--- src/hw/rtl/sds_pkg.sv ---
// package for the scan disk scheduler: payload structs, register map, widths
// used by scan_disk_scheduler_top; no dependencies
`timescale 1ns / 1ps

package sds_pkg;

  localparam int MAX_REQUESTS_DEF = 32;
  localparam int TRACK_W          = 16;
  localparam int TRACK_COUNT_W    = 17;
  localparam int SUM_W            = 18;
  localparam int PADDR_W          = 4;
  localparam int PDATA_W          = 32;

  localparam logic [TRACK_COUNT_W-1:0] TRACK_COUNT_RST = 17'd200;

  localparam logic [1:0] REG_START_HEAD  = 2'd0;
  localparam logic [1:0] REG_TRACK_COUNT = 2'd1;
  localparam logic [1:0] REG_SWEEP_UP    = 2'd2;

  typedef struct packed {
    logic [TRACK_W-1:0] request_track;
    logic               batch_end;
  } sds_req_t;

  typedef struct packed {
    logic [TRACK_W-1:0] visit_track;
    logic [SUM_W-1:0]   movement_total;
    logic               run_last;
  } sds_res_t;

endpackage

--- src/hw/rtl/scan_disk_scheduler_top.sv ---
// scan disk scheduler top level: apb registers, sorted request store, sequencer
// depends on sds_pkg and sds_ram
//
//   channel   | handshake                         | payload
//   ----------+-----------------------------------+---------------------
//   request   | start && !busy                    | request (sds_req_t)
//   result    | result_valid, one cycle, no stall | result (sds_res_t)
//   config    | psel && penable && pwrite         | paddr, pwdata, prdata
//
// a request keeps busy through S_INS_RD and S_INS_CMP for each store entry it moves past;
// a request dropped by a full store leaves busy low unless it closes the batch
// closing a batch adds S_FIND_RD and S_FIND_CMP for each entry below the head,
// then S_VIS_RD and S_VIS_OUT per visit, with S_END_OUT for the end track visit
// rst is synchronous; the store needs no clearing, entries past the count are
// never read; results cannot be held off and leave one per strobe
`timescale 1ns / 1ps

module scan_disk_scheduler_top #(
  parameter int MAX_REQUESTS = sds_pkg::MAX_REQUESTS_DEF
) (
  input  logic                           clk,
  input  logic                           rst,
  input  logic                           start,
  output logic                           busy,
  input  sds_pkg::sds_req_t              request,
  output logic                           result_valid,
  output sds_pkg::sds_res_t              result,
  input  logic                           psel,
  input  logic                           penable,
  input  logic                           pwrite,
  input  logic [sds_pkg::PADDR_W-1:0]    paddr,
  input  logic [sds_pkg::PDATA_W-1:0]    pwdata,
  output logic [sds_pkg::PDATA_W-1:0]    prdata,
  output logic                           pready
);

  import sds_pkg::*;

  localparam int AW = (MAX_REQUESTS > 1) ? $clog2(MAX_REQUESTS) : 1;
  localparam int CW = $clog2(MAX_REQUESTS + 1);
  localparam logic [CW-1:0] MAX_CNT = CW'(MAX_REQUESTS);

  typedef enum logic [7:0] {
    S_IDLE     = 8'b0000_0001,
    S_INS_RD   = 8'b0000_0010,
    S_INS_CMP  = 8'b0000_0100,
    S_FIND_RD  = 8'b0000_1000,
    S_FIND_CMP = 8'b0001_0000,
    S_VIS_RD   = 8'b0010_0000,
    S_VIS_OUT  = 8'b0100_0000,
    S_END_OUT  = 8'b1000_0000
  } state_t;

  // configuration registers
  logic [TRACK_W-1:0]       start_head;
  logic [TRACK_COUNT_W-1:0] track_count;
  logic                     sweep_up;
  logic [1:0]               reg_sel;
  logic                     cfg_wr;

  // sequencer registers
  state_t             state, state_next;
  logic [CW-1:0]      cnt, cnt_next;
  logic [CW-1:0]      idx, idx_next;
  logic [CW-1:0]      below, below_next;
  logic               leg, leg_next;
  logic [TRACK_W-1:0] req, req_next;
  logic               pend_end, pend_end_next;
  logic [TRACK_W-1:0] head, head_next;
  logic [SUM_W-1:0]   sum, sum_next;
  sds_res_t           result_next;
  logic               result_valid_next;

  // store port
  logic               we;
  logic [AW-1:0]      waddr, raddr;
  logic [TRACK_W-1:0] wdata, rdata;

  // shared compare and movement unit
  logic [TRACK_W-1:0] last_trk, head_init, in_trk, cmp_b, vis_trk, delta;
  logic               cmp_gt, cmp_lt, cur_up, accept;
  logic [CW-1:0]      idx_m1, idx_p1;

  assign pready  = 1'b1;
  assign reg_sel = paddr[3:2];
  assign cfg_wr  = psel && penable && pwrite;
  assign busy    = (state != S_IDLE);
  assign accept  = start && !busy;

  always_comb begin
    if (track_count == '0) begin
      last_trk = '0;
    end else if (track_count[TRACK_COUNT_W-1]) begin
      last_trk = '1;
    end else begin
      last_trk = track_count[TRACK_W-1:0] - 1'b1;
    end
  end

  assign head_init = (start_head > last_trk) ? last_trk : start_head;
  assign in_trk    = (request.request_track > last_trk) ? last_trk
                                                        : request.request_track;

  assign cmp_b  = (state == S_INS_CMP) ? req : head;
  assign cmp_gt = rdata > cmp_b;
  assign cmp_lt = rdata < cmp_b;

  assign cur_up  = leg ? !sweep_up : sweep_up;
  assign vis_trk = (state == S_END_OUT) ? (sweep_up ? last_trk : '0) : rdata;
  assign delta   = (vis_trk > head) ? (vis_trk - head) : (head - vis_trk);
  assign idx_m1  = idx - 1'b1;
  assign idx_p1  = idx + 1'b1;

  always_comb begin
    unique case (reg_sel)
      REG_START_HEAD:  prdata = PDATA_W'(start_head);
      REG_TRACK_COUNT: prdata = PDATA_W'(track_count);
      REG_SWEEP_UP:    prdata = PDATA_W'(sweep_up);
      default:         prdata = '0;
    endcase
  end

  always_comb begin
    state_next        = state;
    cnt_next          = cnt;
    idx_next          = idx;
    below_next        = below;
    leg_next          = leg;
    req_next          = req;
    pend_end_next     = pend_end;
    head_next         = head;
    sum_next          = sum;
    result_next       = result;
    result_valid_next = 1'b0;
    we                = 1'b0;
    waddr             = idx[AW-1:0];
    wdata             = req;
    raddr             = idx_m1[AW-1:0];

    unique case (state)
      S_IDLE: begin
        if (accept) begin
          req_next      = in_trk;
          pend_end_next = request.batch_end;
          idx_next      = cnt;
          if (cnt < MAX_CNT) begin
            state_next = S_INS_RD;
          end else if (request.batch_end) begin
            state_next = S_FIND_RD;
            head_next  = head_init;
            sum_next   = '0;
            below_next = '0;
          end
        end
      end
      S_INS_RD: begin
        if (idx == '0) begin
          we       = 1'b1;
          cnt_next = cnt + 1'b1;
          if (pend_end) begin
            state_next = S_FIND_RD;
            head_next  = head_init;
            sum_next   = '0;
            below_next = '0;
          end else begin
            state_next = S_IDLE;
          end
        end else begin
          state_next = S_INS_CMP;
        end
      end
      S_INS_CMP: begin
        we = 1'b1;
        if (cmp_gt) begin
          wdata      = rdata;
          idx_next   = idx_m1;
          state_next = S_INS_RD;
        end else begin
          cnt_next = cnt + 1'b1;
          if (pend_end) begin
            state_next = S_FIND_RD;
            head_next  = head_init;
            sum_next   = '0;
            below_next = '0;
          end else begin
            state_next = S_IDLE;
          end
        end
      end
      S_FIND_RD: begin
        raddr = below[AW-1:0];
        if (below == cnt) begin
          state_next = S_VIS_RD;
          idx_next   = below;
          leg_next   = 1'b0;
        end else begin
          state_next = S_FIND_CMP;
        end
      end
      S_FIND_CMP: begin
        if (cmp_lt) begin
          below_next = below + 1'b1;
          state_next = S_FIND_RD;
        end else begin
          state_next = S_VIS_RD;
          idx_next   = below;
          leg_next   = 1'b0;
        end
      end
      S_VIS_RD: begin
        raddr = cur_up ? idx[AW-1:0] : idx_m1[AW-1:0];
        if ((cur_up && idx == cnt) || (!cur_up && idx == '0)) begin
          if (leg) begin
            state_next = S_IDLE;
            cnt_next   = '0;
            sum_next   = '0;
          end else begin
            state_next = S_END_OUT;
          end
        end else begin
          state_next = S_VIS_OUT;
        end
      end
      S_VIS_OUT: begin
        head_next                  = vis_trk;
        sum_next                   = sum + SUM_W'(delta);
        result_valid_next          = 1'b1;
        result_next.visit_track    = vis_trk;
        result_next.movement_total = sum + SUM_W'(delta);
        idx_next                   = cur_up ? idx_p1 : idx_m1;
        result_next.run_last       = leg && ((cur_up && idx_p1 == cnt) ||
                                             (!cur_up && idx == CW'(1)));
        if (result_next.run_last) begin
          state_next = S_IDLE;
          cnt_next   = '0;
          sum_next   = '0;
        end else begin
          state_next = S_VIS_RD;
        end
      end
      S_END_OUT: begin
        head_next                  = vis_trk;
        sum_next                   = sum + SUM_W'(delta);
        result_valid_next          = 1'b1;
        result_next.visit_track    = vis_trk;
        result_next.movement_total = sum + SUM_W'(delta);
        result_next.run_last       = sweep_up ? (below == '0) : (below == cnt);
        idx_next                   = below;
        leg_next                   = 1'b1;
        if (result_next.run_last) begin
          state_next = S_IDLE;
          cnt_next   = '0;
          sum_next   = '0;
        end else begin
          state_next = S_VIS_RD;
        end
      end
      default: begin
        state_next = S_IDLE;
      end
    endcase
  end

  always_ff @(posedge clk) begin
    if (rst) begin
      state        <= S_IDLE;
      cnt          <= '0;
      head         <= '0;
      sum          <= '0;
      result_valid <= 1'b0;
      start_head   <= '0;
      track_count  <= TRACK_COUNT_RST;
      sweep_up     <= 1'b1;
    end else begin
      state        <= state_next;
      cnt          <= cnt_next;
      head         <= head_next;
      sum          <= sum_next;
      result_valid <= result_valid_next;
      if (cfg_wr) begin
        unique case (reg_sel)
          REG_START_HEAD:  start_head  <= pwdata[TRACK_W-1:0];
          REG_TRACK_COUNT: track_count <= pwdata[TRACK_COUNT_W-1:0];
          REG_SWEEP_UP:    sweep_up    <= pwdata[0];
          default:         ;
        endcase
      end
    end
  end

  always_ff @(posedge clk) begin
    idx      <= idx_next;
    below    <= below_next;
    leg      <= leg_next;
    req      <= req_next;
    pend_end <= pend_end_next;
    result   <= result_next;
  end

  sds_ram #(
    .WIDTH (TRACK_W),
    .DEPTH (MAX_REQUESTS),
    .AW    (AW)
  ) u_store (
    .clk   (clk),
    .we    (we),
    .waddr (waddr),
    .wdata (wdata),
    .raddr (raddr),
    .rdata (rdata)
  );

endmodule

--- src/hw/rtl/sds_ram.sv ---
// generic single write port ram with one registered read port
// no dependencies
`timescale 1ns / 1ps

module sds_ram #(
  parameter int WIDTH = 16,
  parameter int DEPTH = 32,
  parameter int AW    = (DEPTH > 1) ? $clog2(DEPTH) : 1
) (
  input  logic             clk,
  input  logic             we,
  input  logic [AW-1:0]    waddr,
  input  logic [WIDTH-1:0] wdata,
  input  logic [AW-1:0]    raddr,
  output logic [WIDTH-1:0] rdata
);

  logic [WIDTH-1:0] mem [DEPTH];

  always_ff @(posedge clk) begin
    if (we) begin
      mem[waddr] <= wdata;
    end
    rdata <= mem[raddr];
  end

endmodule
--- config.mk ---
export PLATFORM = sky130hd
export DESIGN_NAME = scan_disk_scheduler_top
export DESIGN_NICKNAME = d
export VERILOG_FILES = /design/src/hw/rtl/sds_pkg.sv /design/src/hw/rtl/scan_disk_scheduler_top.sv /design/src/hw/rtl/sds_ram.sv
export SDC_FILE = /design/constraint.sdc
export NUM_CORES = 1
export LEC_CHECK = 0
export BUFFER_PORTS_ARGS = -buffer_cell sky130_fd_sc_hd__buf_2
export CORE_MARGIN = 2
export CORE_UTILIZATION = 35
export DETAILED_ROUTE_END_ITERATION = 10
export GPL_ROUTABILITY_DRIVEN = 1
export PLACE_DENSITY = 0.61
export SETUP_SLACK_MARGIN = 0.15
export SLEW_MARGIN = 20
export SYNTH_ARGS = -nofsm -noshare
export SYNTH_HDL_FRONTEND = slang
export SYNTH_SLANG_ARGS = --single-unit
--- constraint.sdc ---
create_clock -name clk -period 8.6 [get_ports clk]
set_input_delay 0.43 -clock clk [delete_from_list [all_inputs] [get_ports clk]]
set_output_delay 0.43 -clock clk [all_outputs]
set_load 0.03 [all_outputs]
### After elaboration in Yosys (flattened, before gate mapping)

Memories as Yosys holds them, arrays and structs flattened. A register that Yosys moved wholly into a read port is not among the register bits.
Cells that the tools add are included.

| operators by class | value |
|---|---|
| $add $sub $neg | 8 |
| magnitude comparators | 6 |
| eq/ne operators | 29 |
| muxes and demuxes | 76 |
| reductions and logical operators | 36 |

Operators with widths:

| operator | number |
|---|---|
| 2-to-1 mux 16 bit | 16 |
| 2-to-1 mux 18 bit | 10 |
| 2-to-1 mux 6 bit | 22 |
| one-hot mux 18 bit (6 select lines) | 1 |
| one-hot mux 35 bit (2 select lines) | 1 |
| greater-than comparator 16 bit | 4 |
| one-hot mux 16 bit (4 select lines) | 1 |
| one-hot mux 8 bit (8 select lines) | 1 |
| one-hot mux 17 bit (3 select lines) | 1 |
| 2-to-1 mux 8 bit | 5 |
| one-hot mux 6 bit (6 select lines) | 1 |
| subtractor 16 bit | 2 |
| one-hot mux 6 bit (5 select lines) | 1 |
| inequality test 2 bit (second input constant) | 12 |
| one-hot mux 6 bit (4 select lines) | 1 |
| adder 18 x 16 -> 18 bit | 1 |
| adder 6 x 1 -> 6 bit (second input constant) | 3 |
| == test 6 bit | 3 |
| zero test 17 bit | 1 |
| less-than comparator 16 bit | 1 |
| subtractor 16 x 1 -> 16 bit (second input constant) | 1 |
| AND reduction 7 bit | 2 |
| zero test 6 bit | 2 |
| 2-to-1 mux 4 bit | 3 |
| other kinds (36) | 59 |

| storage, ports and cells | value |
|---|---|
| register bits | 148 |
| memory bits (writable) | 512 |
| bits of input ports | 59 |
| output and inout port bits | 70 |
| word-level logic and storage cells | 172 |
| memories kept | 1 |

Memory list:

| memory | words | bits a word | read ports | clocked after memory_dff | wr ports | line | text |
|---|---|---|---|---|---|---|---|
| u_store.mem | 32 | 16 | 1 | 1 | 1 | sds_ram.sv:18 | `logic [WIDTH-1:0] mem [DEPTH];` |

### Depth between registers and ports, before layout

Gate-level depths: netlist of the first run.

| logic depth | value |
|---|---|
| depth after elaboration | 10 |
| depth in mapped cells | 29 |
| mapped depth without buffers | 27 |

### Hierarchy

A second synthesis of the first run with hierarchy kept.

| unflattened totals | value |
|---|---|
| cells, all modules | 2451 |
| area total of the unflattened synthesis | 31732.9 um^2 |

By module, submodules not included:

| module | instances | cells each | area each (um^2) |
|---|---|---|---|
| sds_ram | 1 | 1143 | 20534.7 |
| scan_disk_scheduler_top | 1 | 1308 | 11198.2 |

### Least setup slack after synthesis of the first run

OpenSTA, ideal clock, no wires.

| timing path | value |
|---|---|
| kind | register to register |
| start | register track_count[7] |
| end | register sum[16] |
| library setup time | 0.132 ns |
| arrival | 6.540 ns |
| data required time | 8.468 ns |
| setup slack | 1.928 ns |
| cell stages (with the launch flop) | 27 |
| period minus slack after synthesis | 6.672 ns |
| path through | dfxtp_1 -> or4_1 -> or4_1 -> or4_1 -> buf_2 -> a21o_1 -> a22oi_2 -> inv_1 -> ha_1 -> clkbuf_1 -> o21a_1 -> o211ai_1 -> a21oi_1 -> o31ai_1 -> clkbuf_1 -> nor2_1 -> a21oi_1 -> xnor2_1 -> ha_1 -> a21o_1 -> a21oi_1 -> o21ai_0 -> a41oi_1 -> a21oi_1 -> o41ai_1 -> mux2i_1 -> a21oi_1 |

| on the way | value |
|---|---|
| word-level cells in the longest chain between the ends | 10 |
| elaborated cells on any way between the ends | 14 |
| those cells by class | add/sub: 4; order compare: 1; mux: 8; reduce/logical: 1 |

Ends and longest elaborated chain:

| element | line | text |
|---|---|---|
| from (decl) | scan_disk_scheduler_top.sv:56 | `logic [TRACK_COUNT_W-1:0] track_count;` |
| from (signal assigned) | scan_disk_scheduler_top.sv:283 | `REG_TRACK_COUNT: track_count <= pwdata[TRACK_COUNT_W-1:0];` |
| subtractor 16 x 1 -> 16 bit | scan_disk_scheduler_top.sv:96 | `last_trk = track_count[TRACK_W-1:0] - 1'b1;` |
| 2-to-1 mux 16 bit | scan_disk_scheduler_top.sv:93 | `end else if (track_count[TRACK_COUNT_W-1]) begin` |
| 2-to-1 mux 16 bit * | scan_disk_scheduler_top.sv:91 | `if (track_count == '0) begin` |
| 2-to-1 mux 16 bit * (2 in series) | scan_disk_scheduler_top.sv:109 | `assign vis_trk = (state == S_END_OUT) ? (sweep_up ? last_trk : '0) : rdata;` |
| subtractor 16 bit or greater-than comparator 16 bit (tied branches) | scan_disk_scheduler_top.sv:110 | `assign delta = (vis_trk > head) ? (vis_trk - head) : (head - vis_trk);` |
| 2-to-1 mux 16 bit * | scan_disk_scheduler_top.sv:110 |  |
| adder 18 x 16 -> 18 bit * | scan_disk_scheduler_top.sv:226, scan_disk_scheduler_top.sv:243 |  |
| 2-to-1 mux 18 bit, on equally long branches | scan_disk_scheduler_top.sv:250, scan_disk_scheduler_top.sv:233 |  |
| one-hot mux 18 bit (6 select lines) * | scan_disk_scheduler_top.sv:140 | `unique case (state)` |
| to (signal assigned) | scan_disk_scheduler_top.sv:278 | `sum <= sum_next;` |
| to (decl) | scan_disk_scheduler_top.sv:70 | `logic [SUM_W-1:0] sum, sum_next;` |

Mark *: on every way between the ends. The rest lies on a longest branch, timed or not.
A chain may end at the register's enable or synchronous reset.

### Worst setup path in the final report of the first run

Same ends and word-level chain as after synthesis.

==> flow_summary.json, run 1 <==
{
  "die-area_um2": 94110,
  "reg2reg_slack_ps": 940,
  "crit_path_max_fanout": 9,
  "met2_length_mm": 41.28,
  "timing.hold.worst.class": "primary input to flop",
  "reg_to_reg_start": "track_count[7]",
  "detail_route.wl_per_cell_um": 21.00,
  "critical_path_arrival_ps": 8110,
  "gr_util_all_layers": 0.1853,
  "max_clock_freq_mhz": 130.5,
  "gpl.final_weighted_congestion": 0.8825,
  "num-nets-final": 3188,
  "num_rows": 111,
  "cts.reportedPaths.clkPinSlew_ps": 60,
  "top_signal_layer_used": "met5",
  "status": "finished, final reports clean",
  "post_dp_cell_area_um2": 33880,
  "timing.setup.tns_ps": 0,
  "number_of_max_capacitance_violations_reported": 0,
  "rsz0062_at_grt": "no",
  "vdd.ir_drop.worst_uv": 394.0,
  "vias": 22870,
  "post_synth.cell_area_avg_um2": 10.84,
  "period_minus_slack_ps": 7663,
  "route.detailed.drc": 0,
  "hp-start": "pwdata[6]",
  "grt_overflow": 0,
  "ctsHoldBuffers": 0,
  "crit_required_ps": 9050,
  "synth.lib_cells_used.distinct": 82,
  "path_class": "flop to flop",
  "antenna_violations_before_repair": 1,
  "synth_sequential_area_ratio": 0.6018,
  "total_leakage_power_nw": 13.33,
  "cts_resized": 0,
  "finalCritPeriodShare": 0.8911,
  "hold_violations": 0,
  "min_to": "track_count[6]",
  "setup.worst_path.end_class": "flop",
  "floorplan.initialDensity": 0.3517,
  "placement.io_buffers": 95,
  "first_global_vias": 21250,
  "layout-drive-gt1-share": 0.1093,
  "floorplan.io_pins": 129,
  "post-route-cell-area_um2": 36190,
  "cts.sinks": 676,
  "cts_buffer_depth": 3,
  "pwr_density_cell_nw_per_um2": 366.2,
  "dieHeight_um": 306.8,
  "tritoncts_clock_tree": "yes",
  "wl_met3_mm": 5.966,
  "reg2reg_to": "sum[16]",
  "startpoint_type": "flop",
  "synth_edf_count": 577,
  "detail_route.first_pass.iterations": 5,
  "metal1_wirelength_mm": 40.41,
  "synthToLayoutAreaGrowth_pct": 12.77,
  "fill_cells": 8663,
  "clock-root-buffer": "clkbuf_16",
  "cts_post_setup_buffers_inserted": 0,
  "dp_hpwl_mm": 56.00,
  "pin_count_of_the_biggest_net_entering_global_routing": 164,
  "finClkSkew_ps": 53.59,
  "n_antenna_cell": 0,
  "syn-cell-area_um2": 32090,
  "grt_pass1_wl_mm": 133.5,
  "drtAntennaViolNets": 0,
  "wl_mm": 89.61,
  "core-area_um2": 91250,
  "multiInputGateArea_um2": 11790,
  "worstRegToRegCells": 23,
  "clock_tree.htree_level_count": 3,
  "final_hold_slack_ps": 38.49,
  "asyncSetResetFlopFracSynth": 0,
  "slew_violations": 0,
  "detailed_router_s_first_iteration_violation_count": 2398,
  "drt-vias-per-instance": 5.359,
  "ys_warn_count": 0,
  "yosys_most_used_dff": "edfxtp_1",
  "worstHoldPathCells": 3,
  "synth.ff_latch_count": 676,
  "layout.area.seq_um2": 19310,
  "cts-buffers-inserted": 73,
  "clk_latency_ps": 650,
  "chipWidth_um": 306.8,
  "totalPowerFinal_mw": 13.25,
  "synthesis.instances": 2961,
  "slew_headroom": 0.3004,
  "worst-slew-pin-transition_ps": 1049,
  "setup-violations-final": 0
}
==> synthesized netlist by cell type (all sizes together), types with 7 or more instances <==
cell type,n,share of area
xor2,22,0.0060
o21ai,59,0.0092
nand4,18,0.0035
nand3,321,0.050
mux2,45,0.016
or3,10,0.0019
o21bai,10,0.0023
nor4,14,0.0031
and3,15,0.0029
mux2i,49,0.015
a22oi,15,0.0037
a311oi,7,0.0019
edfxtp,577,0.54
and2,12,0.0023
nand2,697,0.082
o31ai,7,0.0016
nand2b,10,0.0019
buf,56,0.0099
o211ai,8,0.0019
clkbuf,132,0.015
nor2b,9,0.0018
o21a,11,0.0026
or4,12,0.0030
a21oi,142,0.022
inv,83,0.0097
a22o,10,0.0027
ha,104,0.041
nor2,139,0.017
a221oi,20,0.0055
nor3,27,0.0042
o2111a,15,0.0053
a31oi,23,0.0045
a21o,56,0.013
xnor2,49,0.013
dfxtp,99,0.062
==> worst max-delay path, stage by stage, from the launching register on <==
cell,delay (ps)
dfxtp_1,370
or4_1,590
or4_1,520
or4_1,710
a21o_1,260
inv_1,90
o21ai_0,210
ha_1,450
nor2b_1,190
o31ai_1,330
a21oi_1,140
o31ai_2,610
buf_4,290
mux2_2,340
a221oi_1,270
o21ai_1,130
xor2_1,180
ha_1,370
a21o_1,210
o311ai_0,280
a21oi_1,120
o41ai_1,500
mux2i_1,250
a21oi_1,70
==> worst max-delay path by stage <==
stage | from | endpoint
2_1_floorplan | track_count[7] | sum[16]
3_3_place_gp | track_count[7] | sum[16]
3_5_place_dp | track_count[7] | sum[16]
4_1_cts | track_count[7] | sum[16]
5_1_grt | track_count[10] | sum[16]
6_report | track_count[7] | sum[16]
==> per-layer routing <==
| metal | GRT usage | vias to the layer above |
|---|---|---|
| li1 | - | 10750 |
| met4 | 0.04457 | 2 |
| met1 | 0.2661 | 11230 |
| met2 | 0.2927 | 758 |
| met3 | 0.02984 | 129 |
| met5 | 0 | - |
==> cells by family (layout without fill, tap and decap cells) <==
family,count (synthesis),count (layout),synth area share
buffers and inverters,272,379,0.03517
muxes,94,94,0.03108
and+or+nand+nor,1308,1308,0.1794
adders and majority gates,107,107,0.04243
xor gates and xnor gates,72,72,0.02008
other,2,16,0.0002341
DFF,676,676,0.6018
AOI/OAI and AO/OA,430,430,0.08984
==> metrics by stage <==
stage	cells	worst slack, ps	utilization
after floorplan	2975	1928	-
final	4268	936.7	0.3966
after detailed placement	4133	1024	0.3713
after global routing	4268	456.4	0.3966
after global placement	4133	1078	0.3713
after CTS	4268	998.5	0.3965
==> placed cells by master, fill, tap and decap left out, types with 73 or more instances in the layout <==
master,synthesis,layout
dfxtp_1,99,99
edfxtp_1,577,577
clkbuf_16,0,73
buf_2,28,95
nor2_1,137,137
ha_1,104,104
nand2_1,697,697
a21oi_1,142,142
nand3_1,321,321
inv_1,80,80
==> power breakdown <==
part | switching [mW] | total [mW] | internal (mW) | leakage, nW
Sequential | 0.226 | 4.21 | 3.98 | 6.00
Combinational | 4.15 | 6.04 | 1.89 | 6.22
Clock | 1.35 | 3.01 | 1.66 | 1.11
Total | 5.72 | 13.3 | 7.53 | 13.3
==> layout make-up <==
| type | instances | area share |
|---|---|---|
| inverter | 84 | 0.008748 |
| tap | 1186 | 0.04101 |
| clock buffer | 101 | 0.05515 |
| clock inverter | 34 | 0.008368 |
| multi-input combinational | 2027 | 0.3258 |
| sequential | 676 | 0.5336 |
| timing repair buffer | 160 | 0.02732 |
==> registers in the layout, summed over array words and instances (netlist names), 8 cells and up <==
signal and cells:
u_store.rdata 16, u_store.mem 512, state 8, track_count 17, req 16, sum 18
head 16, start_head 16, result 35
Power figures use the tool's default switching activity.
==> inputs of run 2 (changes only) <==
--- a/config.mk
+++ b/config.mk
@@ -10,8 +10,10 @@
 export CORE_UTILIZATION = 35
 export DETAILED_ROUTE_END_ITERATION = 10
 export GPL_ROUTABILITY_DRIVEN = 1
+export MAX_ROUTING_LAYER = met4
 export PLACE_DENSITY = 0.61
 export SETUP_SLACK_MARGIN = 0.15
+export SKIP_CTS_REPAIR_TIMING = 1
 export SLEW_MARGIN = 20
 export SYNTH_ARGS = -nofsm -noshare
 export SYNTH_HDL_FRONTEND = slang
==> run 2 against run 1 <==
Count of clock-buffer cells in the layout is 5 lower. Non-clock buffer count is 1 lower. Worst hold slack worse by 1.8 ps. Cell count stayed put. Worst setup slack better by 86 ps. Total power is 1.4% higher. Design area is 0.38% higher. Wire length is 0.24% lower. Global-route usage is 0.58 points higher. Critical path type unchanged. Largest power group unchanged. Highest routed layer is now met4.
==> flow_summary.json, run 2 (synthesized netlist as in run 1, its figures left out) <==
{
  "hp-start": "request[0]",
  "reg_to_reg_start": "track_count[7]",
  "vdd.ir_drop.worst_uv": 438.3,
  "finClkSkew_ps": 39.37,
  "timing.final.ws_setup_ps": 1022,
  "reg2reg_slack_ps": 1020,
  "detail_route.wl_per_cell_um": 20.95,
  "grt_pass1_wl_mm": 134.0,
  "totalPowerFinal_mw": 13.44,
  "worstRegToRegCells": 23,
  "grt_overflow": 0,
  "vias": 22950,
  "dp_hpwl_mm": 56.13,
  "path_class": "flop to flop",
  "chipWidth_um": 306.8,
  "clk_latency_ps": 650,
  "status": "finished, final reports clean",
  "cts-buffers-inserted": 73,
  "floorplan.initialDensity": 0.3517,
  "cts_buffer_depth": 3,
  "fill_cells": 8642,
  "first_global_vias": 21290,
  "setup.worst_path.end_class": "flop",
  "dieHeight_um": 306.8,
  "route.detailed.drc": 0,
  "post-route-util": 0.3981,
  "cts.reportedPaths.clkPinSlew_ps": 60,
  "total_leakage_power_nw": 13.38,
  "biggestRegsByFlops": "u_store.mem: 512 flops, result: 35 flops, sum: 18 flops",
  "num-nets-final": 3187,
  "layout_commonest_cell": "nand2_1",
  "rsz0062_at_grt": "no",
  "startpoint_type": "flop",
  "worst-slew-pin-transition_ps": 1164,
  "layout-drive-gt1-share": 0.1081,
  "floorplan.io_pins": 129,
  "reg2reg_to": "sum[16]",
  "setup-violations-final": 0,
  "min_to": "pend_end",
  "placed_cells_incl_taps": 4132,
  "clock-root-buffer": "clkbuf_16",
  "hold_violations": 0,
  "stdcell_count": 4268,
  "timing.setup.tns_ps": 0,
  "place_ws_ps": 1049,
  "detailed_router_s_first_iteration_violation_count": 2325,
  "finalCritPeriodShare": 0.8811,
  "number_of_max_capacitance_violations_reported": 0,
  "clock_tree.htree_level_count": 3,
  "num_rows": 111,
  "pin_count_of_the_biggest_net_entering_global_routing": 174,
  "synthToLayoutAreaGrowth_pct": 13.20,
  "die-area_um2": 94110,
  "gr_util_all_layers": 0.1911,
  "largest-register": "u_store.mem",
  "drt-vias-per-instance": 5.378,
  "final_hold_slack_ps": 36.73,
  "drtAntennaViolNets": 0,
  "slew_headroom": 0.2237,
  "max_clock_freq_mhz": 132.0,
  "tritoncts_clock_tree": "yes",
  "timing.hold.worst.class": "primary input to flop",
  "detail_route.first_pass.iterations": 5,
  "core-area_um2": 91250,
  "crit_required_ps": 9100,
  "placement.io_buffers": 95,
  "post-route-cell-area_um2": 36320,
  "mostFrequentLayoutCells": "nand2_1, edfxtp_1, nand3_1, a21oi_1, nor2_1",
  "crit_path_max_fanout": 9,
  "slew_violations": 0,
  "cts.sinks": 676,
  "antenna_violations_before_repair": 1,
  "post_dp_cell_area_um2": 33860,
  "pwr_density_cell_nw_per_um2": 370.1,
  "period_minus_slack_ps": 7578,
  "worstHoldPathCells": 1,
  "max_ffs_per_register": 512,
  "wl_mm": 89.40,
  "critical_path_arrival_ps": 8070,
  "gpl.final_weighted_congestion": 0.8935
}
## run 2: cell count changes in the layout (fill, tap and decap cells not counted), sizes merged
cell | previous run | this run
diode | 0 | 1
clkbuf | 101 | 96
bufinv | 0 | 8
inv | 88 | 87
buf | 160 | 159
clkinvlp | 5 | 3
## run 2: worst max-delay path: stages (launching register included)
cell,delay [ps]
dfxtp_1,360
or4_1,580
or4_1,510
or4_1,700
a21o_1,250
inv_1,90
o21ai_0,220
ha_1,450
nor2b_1,190
o31ai_1,280
a21oi_1,150
o31ai_2,650
buf_4,290
mux2_2,340
a221oi_1,280
o21ai_1,130
xor2_1,180
ha_1,370
a21o_1,210
o311ai_0,270
a21oi_1,110
o41ai_1,490
mux2i_1,260
a21oi_1,80
## run 2: worst max path at each step
stage	startpoint	endpoint	cells past startpoint
CTS	track_count[7]	sum[16]	23
global route	track_count[7]	sum[16]	23
detailed placement	track_count[7]	sum[16]	23
floorplan	track_count[7]	sum[16]	26
global placement	track_count[7]	sum[16]	23
finish	track_count[7]	sum[16]	23
## run 2: where the power goes
group          switching [mW]  internal, mW
sequential              0.221          3.98
clock                    1.35          1.85
combinational            4.16          1.88
## run 2: routing by layer
metal	track usage	up-vias	wire [µm]
met3	0.02729	126	5872
met4	0.04708	0	2046
met5	-	-	0
met2	0.2939	774	41280
met1	0.2664	11280	40200
li1	-	10770	-
## run 2: layout make-up
class / count / area (µm²) / share of cell area
diodes: 1 / 2.502 / 0.00006889
clock buffers: 96 / 1923 / 0.05294
clock inverters: 39 / 530.5 / 0.01461
inverters: 84 / 316.6 / 0.008715
multi-input cells: 2027 / 11790 / 0.3246
flip-flops and latches: 676 / 19310 / 0.5316
well taps: 1186 / 1484 / 0.04085
repair buffers: 159 / 968.4 / 0.02666
